### src/gpio_register_block_unit_defines.svh
// Assertion macros shared by the GPIO register block RTL.
// Needs a clock named aclk and an active-low reset named aresetn in scope.
`ifndef GPIO_REGISTER_BLOCK_UNIT_DEFINES_SVH
`define GPIO_REGISTER_BLOCK_UNIT_DEFINES_SVH

// The condition must hold at every clock edge outside reset.
`define GRB_ASSERT_ALWAYS(lbl, cond, msg) \
    lbl: assert property (@(posedge aclk) disable iff (!aresetn) (cond)) \
        else $error(msg);

// When the trigger holds, the check must hold at the next clock edge.
`define GRB_ASSERT_NEXT(lbl, trig, check, msg) \
    lbl: assert property (@(posedge aclk) disable iff (!aresetn) (trig) |=> (check)) \
        else $error(msg);

`endif

### src/grb_pkg.sv
// Register map, field codes and defaults for the GPIO register block.
// No dependencies.
`timescale 1ns / 1ps

package grb_pkg;

    localparam int DEFAULT_NUM_PINS = 32;
    localparam int DATA_W           = 32;
    localparam int OFFSET_W         = 10;
    localparam int FSEL_W           = 3;
    localparam int PULL_W           = 2;
    localparam int PINS_PER_FSEL    = 10;
    localparam int FSEL_WORDS       = 4;

    // Bus access kinds.
    localparam logic OP_READ  = 1'b0;
    localparam logic OP_WRITE = 1'b1;

    // Register word offsets.
    localparam logic [OFFSET_W-1:0] REG_SET      = 10'd7;
    localparam logic [OFFSET_W-1:0] REG_CLR      = 10'd10;
    localparam logic [OFFSET_W-1:0] REG_LEVEL    = 10'd13;
    localparam logic [OFFSET_W-1:0] REG_PULL     = 10'd37;
    localparam logic [OFFSET_W-1:0] REG_PULL_CLK = 10'd38;

    // Function select and pull codes.
    localparam logic [FSEL_W-1:0] FSEL_OUTPUT  = 3'h1;
    localparam logic [PULL_W-1:0] PULL_OFF     = 2'd0;
    localparam logic [PULL_W-1:0] PULL_DOWN    = 2'd1;
    localparam logic [PULL_W-1:0] PULL_UP      = 2'd2;
    localparam logic [PULL_W-1:0] PULL_OFF_ALT = 2'd3;

endpackage

### src/gpio_register_block_unit.sv
// GPIO register block top level: bus access decode, pin state and result register.
// Depends on grb_pkg and gpio_register_block_unit_defines.svh.
`timescale 1ns / 1ps
`include "gpio_register_block_unit_defines.svh"

// One bus access per beat. A beat is captured in an input register, decoded
// while the pin state is updated as it moves into the result register, and
// its result is held there. One beat per cycle is sustained while m_ready is
// high, set by the single decode stage between the two registers. The pin
// outputs on the result channel show the state after the access of the beat
// being presented. Reset puts every pin to input with pulls off and the
// output latch clear.
module gpio_register_block_unit
    import grb_pkg::*;
#(
    parameter int NUM_PINS = DEFAULT_NUM_PINS
) (
    input  logic                aclk,
    input  logic                aresetn,

    input  logic                s_valid,
    output logic                s_ready,
    input  logic                s_operation,
    input  logic [OFFSET_W-1:0] s_word_offset,
    input  logic [DATA_W-1:0]   s_write_data,
    input  logic [DATA_W-1:0]   s_pad_levels,

    output logic                m_valid,
    input  logic                m_ready,
    output logic [DATA_W-1:0]   m_read_data,
    output logic [DATA_W-1:0]   m_pin_drive,
    output logic [DATA_W-1:0]   m_pin_output_enable,
    output logic [DATA_W-1:0]   m_pull_up_enable,
    output logic [DATA_W-1:0]   m_pull_down_enable
);

    localparam int FSEL_SLOTS = FSEL_WORDS * PINS_PER_FSEL;
    localparam int FSEL_USED  = PINS_PER_FSEL * FSEL_W;
    localparam logic [DATA_W-1:0] PIN_MASK =
        DATA_W'((64'd1 << NUM_PINS) - 64'd1);

    // Input stage.
    logic                in_valid_reg;
    logic                op_reg;
    logic [OFFSET_W-1:0] offset_reg;
    logic [DATA_W-1:0]   data_reg;
    logic [DATA_W-1:0]   pads_reg;

    // Result stage and shared state.
    logic                out_valid_reg;
    logic [DATA_W-1:0]   read_data_reg;
    logic [DATA_W-1:0]   read_data_next;
    logic [DATA_W-1:0]   latch_reg;
    logic [DATA_W-1:0]   latch_next;
    logic [PULL_W-1:0]   pull_ctrl_reg;
    logic [PULL_W-1:0]   pull_latch_mode;

    logic advance;
    logic wr_fire;

    logic [DATA_W-1:0]            oe_vec;
    logic [DATA_W-1:0]            up_vec;
    logic [DATA_W-1:0]            down_vec;
    logic [FSEL_SLOTS*FSEL_W-1:0] fsel_flat;
    logic [FSEL_USED-1:0]         fsel_word [FSEL_WORDS];

    assign advance = in_valid_reg && (!out_valid_reg || m_ready);
    assign s_ready = !in_valid_reg || advance;
    assign wr_fire = advance && (op_reg == OP_WRITE);

    always_ff @(posedge aclk) begin
        if (!aresetn) begin
            in_valid_reg <= 1'b0;
        end else if (s_ready) begin
            in_valid_reg <= s_valid;
        end
    end

    always_ff @(posedge aclk) begin
        if (s_valid && s_ready) begin
            op_reg     <= s_operation;
            offset_reg <= s_word_offset;
            data_reg   <= s_write_data;
            pads_reg   <= s_pad_levels;
        end
    end

    // Per-pin function select and latched pull mode.
    for (genvar p = 0; p < FSEL_SLOTS; p++) begin : g_pin
        if (p < NUM_PINS) begin : g_used
            localparam logic [OFFSET_W-1:0] WORD = OFFSET_W'(p / PINS_PER_FSEL);
            localparam int SLOT = p % PINS_PER_FSEL;

            logic [FSEL_W-1:0] fsel_reg;
            logic [PULL_W-1:0] pmode_reg;

            always_ff @(posedge aclk) begin
                if (!aresetn) begin
                    fsel_reg  <= '0;
                    pmode_reg <= PULL_OFF;
                end else if (wr_fire) begin
                    if (offset_reg == WORD) begin
                        fsel_reg <= data_reg[SLOT*FSEL_W +: FSEL_W];
                    end
                    if ((offset_reg == REG_PULL_CLK) && data_reg[p]) begin
                        pmode_reg <= pull_latch_mode;
                    end
                end
            end

            assign fsel_flat[p*FSEL_W +: FSEL_W] = fsel_reg;
            assign oe_vec[p]   = (fsel_reg == FSEL_OUTPUT);
            assign up_vec[p]   = (pmode_reg == PULL_UP);
            assign down_vec[p] = (pmode_reg == PULL_DOWN);
        end else begin : g_absent
            assign fsel_flat[p*FSEL_W +: FSEL_W] = '0;
            if (p < DATA_W) begin : g_zero
                assign oe_vec[p]   = 1'b0;
                assign up_vec[p]   = 1'b0;
                assign down_vec[p] = 1'b0;
            end
        end
    end

    for (genvar w = 0; w < FSEL_WORDS; w++) begin : g_fsel_word
        assign fsel_word[w] = fsel_flat[w*FSEL_USED +: FSEL_USED];
    end

    // Mode 3 latches as pull off.
    assign pull_latch_mode = (pull_ctrl_reg == PULL_OFF_ALT) ? PULL_OFF : pull_ctrl_reg;

    always_comb begin
        latch_next = latch_reg;
        if (wr_fire) begin
            if (offset_reg == REG_SET) begin
                latch_next = (latch_reg | data_reg) & PIN_MASK;
            end else if (offset_reg == REG_CLR) begin
                latch_next = latch_reg & ~data_reg & PIN_MASK;
            end
        end
    end

    always_comb begin
        read_data_next = '0;
        if (op_reg == OP_READ) begin
            if (offset_reg[OFFSET_W-1:2] == '0) begin
                read_data_next = DATA_W'(fsel_word[offset_reg[1:0]]);
            end else if (offset_reg == REG_LEVEL) begin
                read_data_next = ((latch_reg & oe_vec) | (pads_reg & ~oe_vec)) & PIN_MASK;
            end else if (offset_reg == REG_PULL) begin
                read_data_next = DATA_W'(pull_ctrl_reg);
            end
        end
    end

    always_ff @(posedge aclk) begin
        if (!aresetn) begin
            latch_reg     <= '0;
            pull_ctrl_reg <= PULL_OFF;
            out_valid_reg <= 1'b0;
        end else begin
            latch_reg <= latch_next;
            if (wr_fire && (offset_reg == REG_PULL)) begin
                pull_ctrl_reg <= data_reg[PULL_W-1:0];
            end
            if (advance) begin
                out_valid_reg <= 1'b1;
            end else if (m_ready) begin
                out_valid_reg <= 1'b0;
            end
        end
    end

    always_ff @(posedge aclk) begin
        if (advance) begin
            read_data_reg <= read_data_next;
        end
    end

    // State only moves when a new beat enters the result register, so the
    // pin outputs can come straight from the state registers.
    assign m_valid             = out_valid_reg;
    assign m_read_data         = read_data_reg;
    assign m_pin_drive         = latch_reg;
    assign m_pin_output_enable = oe_vec;
    assign m_pull_up_enable    = up_vec;
    assign m_pull_down_enable  = down_vec;

    `GRB_ASSERT_NEXT(a_write_reads_zero, advance && (op_reg == OP_WRITE), m_read_data == '0, "write beat returned nonzero read data")
    `GRB_ASSERT_ALWAYS(a_pull_exclusive, (m_pull_up_enable & m_pull_down_enable) == '0, "pin has both pull up and pull down")
    `GRB_ASSERT_NEXT(a_state_held_stall, m_valid && !m_ready, $stable(m_pin_drive) && $stable(m_pin_output_enable) && $stable(m_pull_up_enable), "pin state moved while result stalled")
    `GRB_ASSERT_ALWAYS(a_ready_low_cause, s_ready || (in_valid_reg && m_valid && !m_ready), "input stalled without a full pipeline")

endmodule
### config.mk
export PLATFORM = sky130hd
export DESIGN_NAME = gpio_register_block_unit
export DESIGN_NICKNAME = d
export VERILOG_FILES = /design/src/grb_pkg.sv /design/src/gpio_register_block_unit.sv
export VERILOG_INCLUDE_DIRS = /design/src /design/src/src
export SDC_FILE = /design/constraint.sdc
export NUM_CORES = 1
export LEC_CHECK = 0
export ABC_AREA = 1
export BUFFER_PORTS_ARGS = -buffer_cell sky130_fd_sc_hd__buf_2
export CAP_MARGIN = 20
export CORE_MARGIN = 4
export CORE_UTILIZATION = 30
export DETAILED_ROUTE_END_ITERATION = 7
export PLACE_DENSITY = 0.52
export SLEW_MARGIN = 40
export SYNTH_ARGS = -nofsm -noshare
export SYNTH_HDL_FRONTEND = slang
export SYNTH_SLANG_ARGS = --single-unit
### constraint.sdc
create_clock -name aclk -period 5 [get_ports aclk]
set_clock_uncertainty 0.1 [all_clocks]
set_input_delay 0.75 -clock aclk [delete_from_list [all_inputs] [get_ports aclk]]
set_output_delay 0.75 -clock aclk [all_outputs]
set_load 0.005 [all_outputs]
==> qor.txt <==
Syn Nets: 1841
Synth cell count leaders: 416 x nor2_1, 328 x nand2_1, 239 x inv_1, 196 x dfxtp_1, 146 x o21ai_0
DIE AREA: 0.04765 mm^2
Seq cells post-synth: 303
Half-perimeter wire length after detailed placement: 32.49 mm
Sequential area share after synthesis: 53.80%
Vias in the first global route: 11655
Yosys top cell by area: dfxtp_1
Pint: 0.004276 W
Hold_sp: s_pad_levels[26]
Starting density of the core: 30.59%
Share of layout cells above drive strength 1: 16.73%
Critical path cell sequence: nor2_1, nand2_1, nor2_4, buf_4, nand2_1, buf_4, inv_1, o21ai_0, nand2_1
Design area: 0.01633 mm^2
DRC Markers: 0
Worst Setup Start Kind: register
Fillers: 4557
Worst-skew pair later-pin latency: 0.53 ns
Root Driver: clkbuf_16
Register area: 0.007137 mm^2
First-pass GRT wire length: 70.04 mm
Count leader, synth: nor2_1
Placer Congestion: 0.8407
Most used cell, CP: nand2_1
Routed Antenna Nets: 0
Worst setup EP type: register
Placed Cells: 2529
Nets: 2061
Fin crit share: 58.19%
Global route total overflow: 0
CTS tree: built
Seq pwr share: 48.3%
Footprint of the multi-input gates: 0.004913 mm^2
CP peak stage delay: 0.36 ns
Post-CTS Resized: 0
Max IR drop VDD: 0.0001600 V
Wire per inst: 17.86 um
Clock network power share: 48.3%
Worst-Margin Slew: 0.8328 ns
Worst Path Required: 5.29 ns
R2r worst-path depth: 9
Final cell count without fillers: 2594
H-Tree Depth: 2
Syn-to-layout area delta: 23.12%
Max Freq: 343.7 MHz
Largest net degree at the start of global routing: 68
Setup violators final: 0
Crit path max fanout: 19
Critical path arrival: 3.20 ns
Routed via count: 12007
Routed WL: 46.32 mm
Comb pwr share: 3.4%
Site Rows: 76
Number of flops mapped to enable cells by yosys: 107
Largest cells by area after synthesis: dfxtp_1 30%, edfxtp_1 24%, nor2_1 12%
Fraction of registers with async set/reset: 0%
Worst r2r src: offset_reg[7]
Maxcap violations: 0
Outcome: finished clean
Die height: 218.3 um
Ports: 241
Worst-path clk slew: 0.06 ns
GRT Util Overall: 19.12%
Postcts setup bufs: 0
Synth Instances: 1762
Hold EP: pads_reg[26]
Count of different cell masters after synthesis: 23
1st-pass router iterations: 6
Die W: 218.3 um
Reg2Reg Capture Point: m_read_data[6]
R2R Setup Slk: 2.09 ns
Final Hold Fails: 0
Net Switching: 0.001238 W
Setup_tns: 0 ns
Lkg Pwr: 7.463 nW
Yosys top cell area share: 29.58%
CP max stage cell: nand2_1
Hold Crit Depth: 1
Final count of pins violating max slew: 0
Initial antenna violation count: 3
Hold Buf Count CTS: 0
TritonCTS Buffers: 36
Switching share of total power: 22.45%
Main synth FF type: dfxtp_1
HP Class: in -> reg
Via density: 4.629
Min cycle time layout: 2.909 ns
Initial DRC count: 854
Unrepaired setup endpoints after global routing: no
Core box area: 0.04336 mm^2
# port buffers: 240
PwrDens: 337.6 mW/mm^2
Sink Count: 303
Netlist Area Pre-Place: 0.01327 mm^2
Crit Path Class: reg -> reg
Max Root-Sink Buffers: 3
Synth warn: 0
Slew HR: 44.05%
Syn Area/Cell: 7.529 um^2
Placed Area: 0.01512 mm^2
==> per-layer routing <==
layer	vias to the layer above	part of all wire, %	GRT usage (%)
li1	6001	-	-
met1	5568	46	25.96
met2	369	46	30.91
met3	69	5.8	3.573
met4	0	2.7	6.109
met5	-	0	0
==> cell families after synthesis <==
family	share of synthesized area [%]
AND/OR/NAND/NOR	26.86
AO/OA/AOI/OAI	9.894
flip-flops	53.80
buffers and inverters	9.442
==> through the flow <==
stage          worst slack, ns  hold WS [ns]  util (%)  total power, W
6_report                 2.091        0.2886     37.66        0.005514
5_1_grt                  1.938        0.2645     37.66        0.005712
4_1_cts                  2.122        0.2545     37.65        0.005591
3_5_place_dp             2.146        0.3709     34.87        0.002906
3_3_place_gp             1.932        0.3638     34.65        0.002905
2_1_floorplan            2.034        0.3526         -        0.002779
==> layout make-up <==
class | count | area share (%)
multi-input cells | 1137 | 30.09
diodes | 1 | 0.01532
clock inverters | 10 | 0.4367
flip-flops and latches | 303 | 43.70
well taps | 585 | 4.482
repair buffers | 263 | 8.795
inverters | 241 | 5.547
clock buffers | 54 | 6.941
==> layout by cell type, fill, tap and decap left out, drive strengths merged, types with 4 or more instances in the layout <==
cell type	Yosys	final
nand3b	4	4
o22ai	12	12
clkbuf	49	54
nor2	421	421
edfxtp	107	107
nand2	328	328
dfxtp	196	196
o21ai	150	150
inv	241	240
nand3	114	114
nor3	4	4
a21oi	74	74
o21bai	12	12
clkinv	0	10
buf	32	263
nand4	15	15
==> power groups by stage <==
stage	clock network, W	logic [W]	registers [W]
after floorplan	0	0.0000972	0.00268
after global placement	0	0.000188	0.00272
after detailed placement	0	0.000189	0.00272
after CTS	0.00274	0.000190	0.00266
after global routing	0.00284	0.000208	0.00267
final	0.00266	0.000187	0.00266
==> worst max-delay path by stage <==
stage | from | to | slack, ns
final | offset_reg[7] | m_read_data[6] | 2.09
after global routing | offset_reg[7] | m_read_data[6] | 1.94
after CTS | offset_reg[7] | m_read_data[6] | 2.12
after detailed placement | offset_reg[7] | m_read_data[6] | 2.15
after global placement | offset_reg[0] | g_pin[16].g_used.pmode_reg[0] | 1.93
after floorplan | m_ready | data_reg[0] | 2.03
==> worst max-delay path, delay by kind of cell (launching register included) <==
family | cells | cell delay, ns
compound gates | 1 | 0.30
buf+inv | 3 | 0.94
flops | 1 | 0.35
simple gates | 5 | 1.07
(Power assumes the default switching activity.)
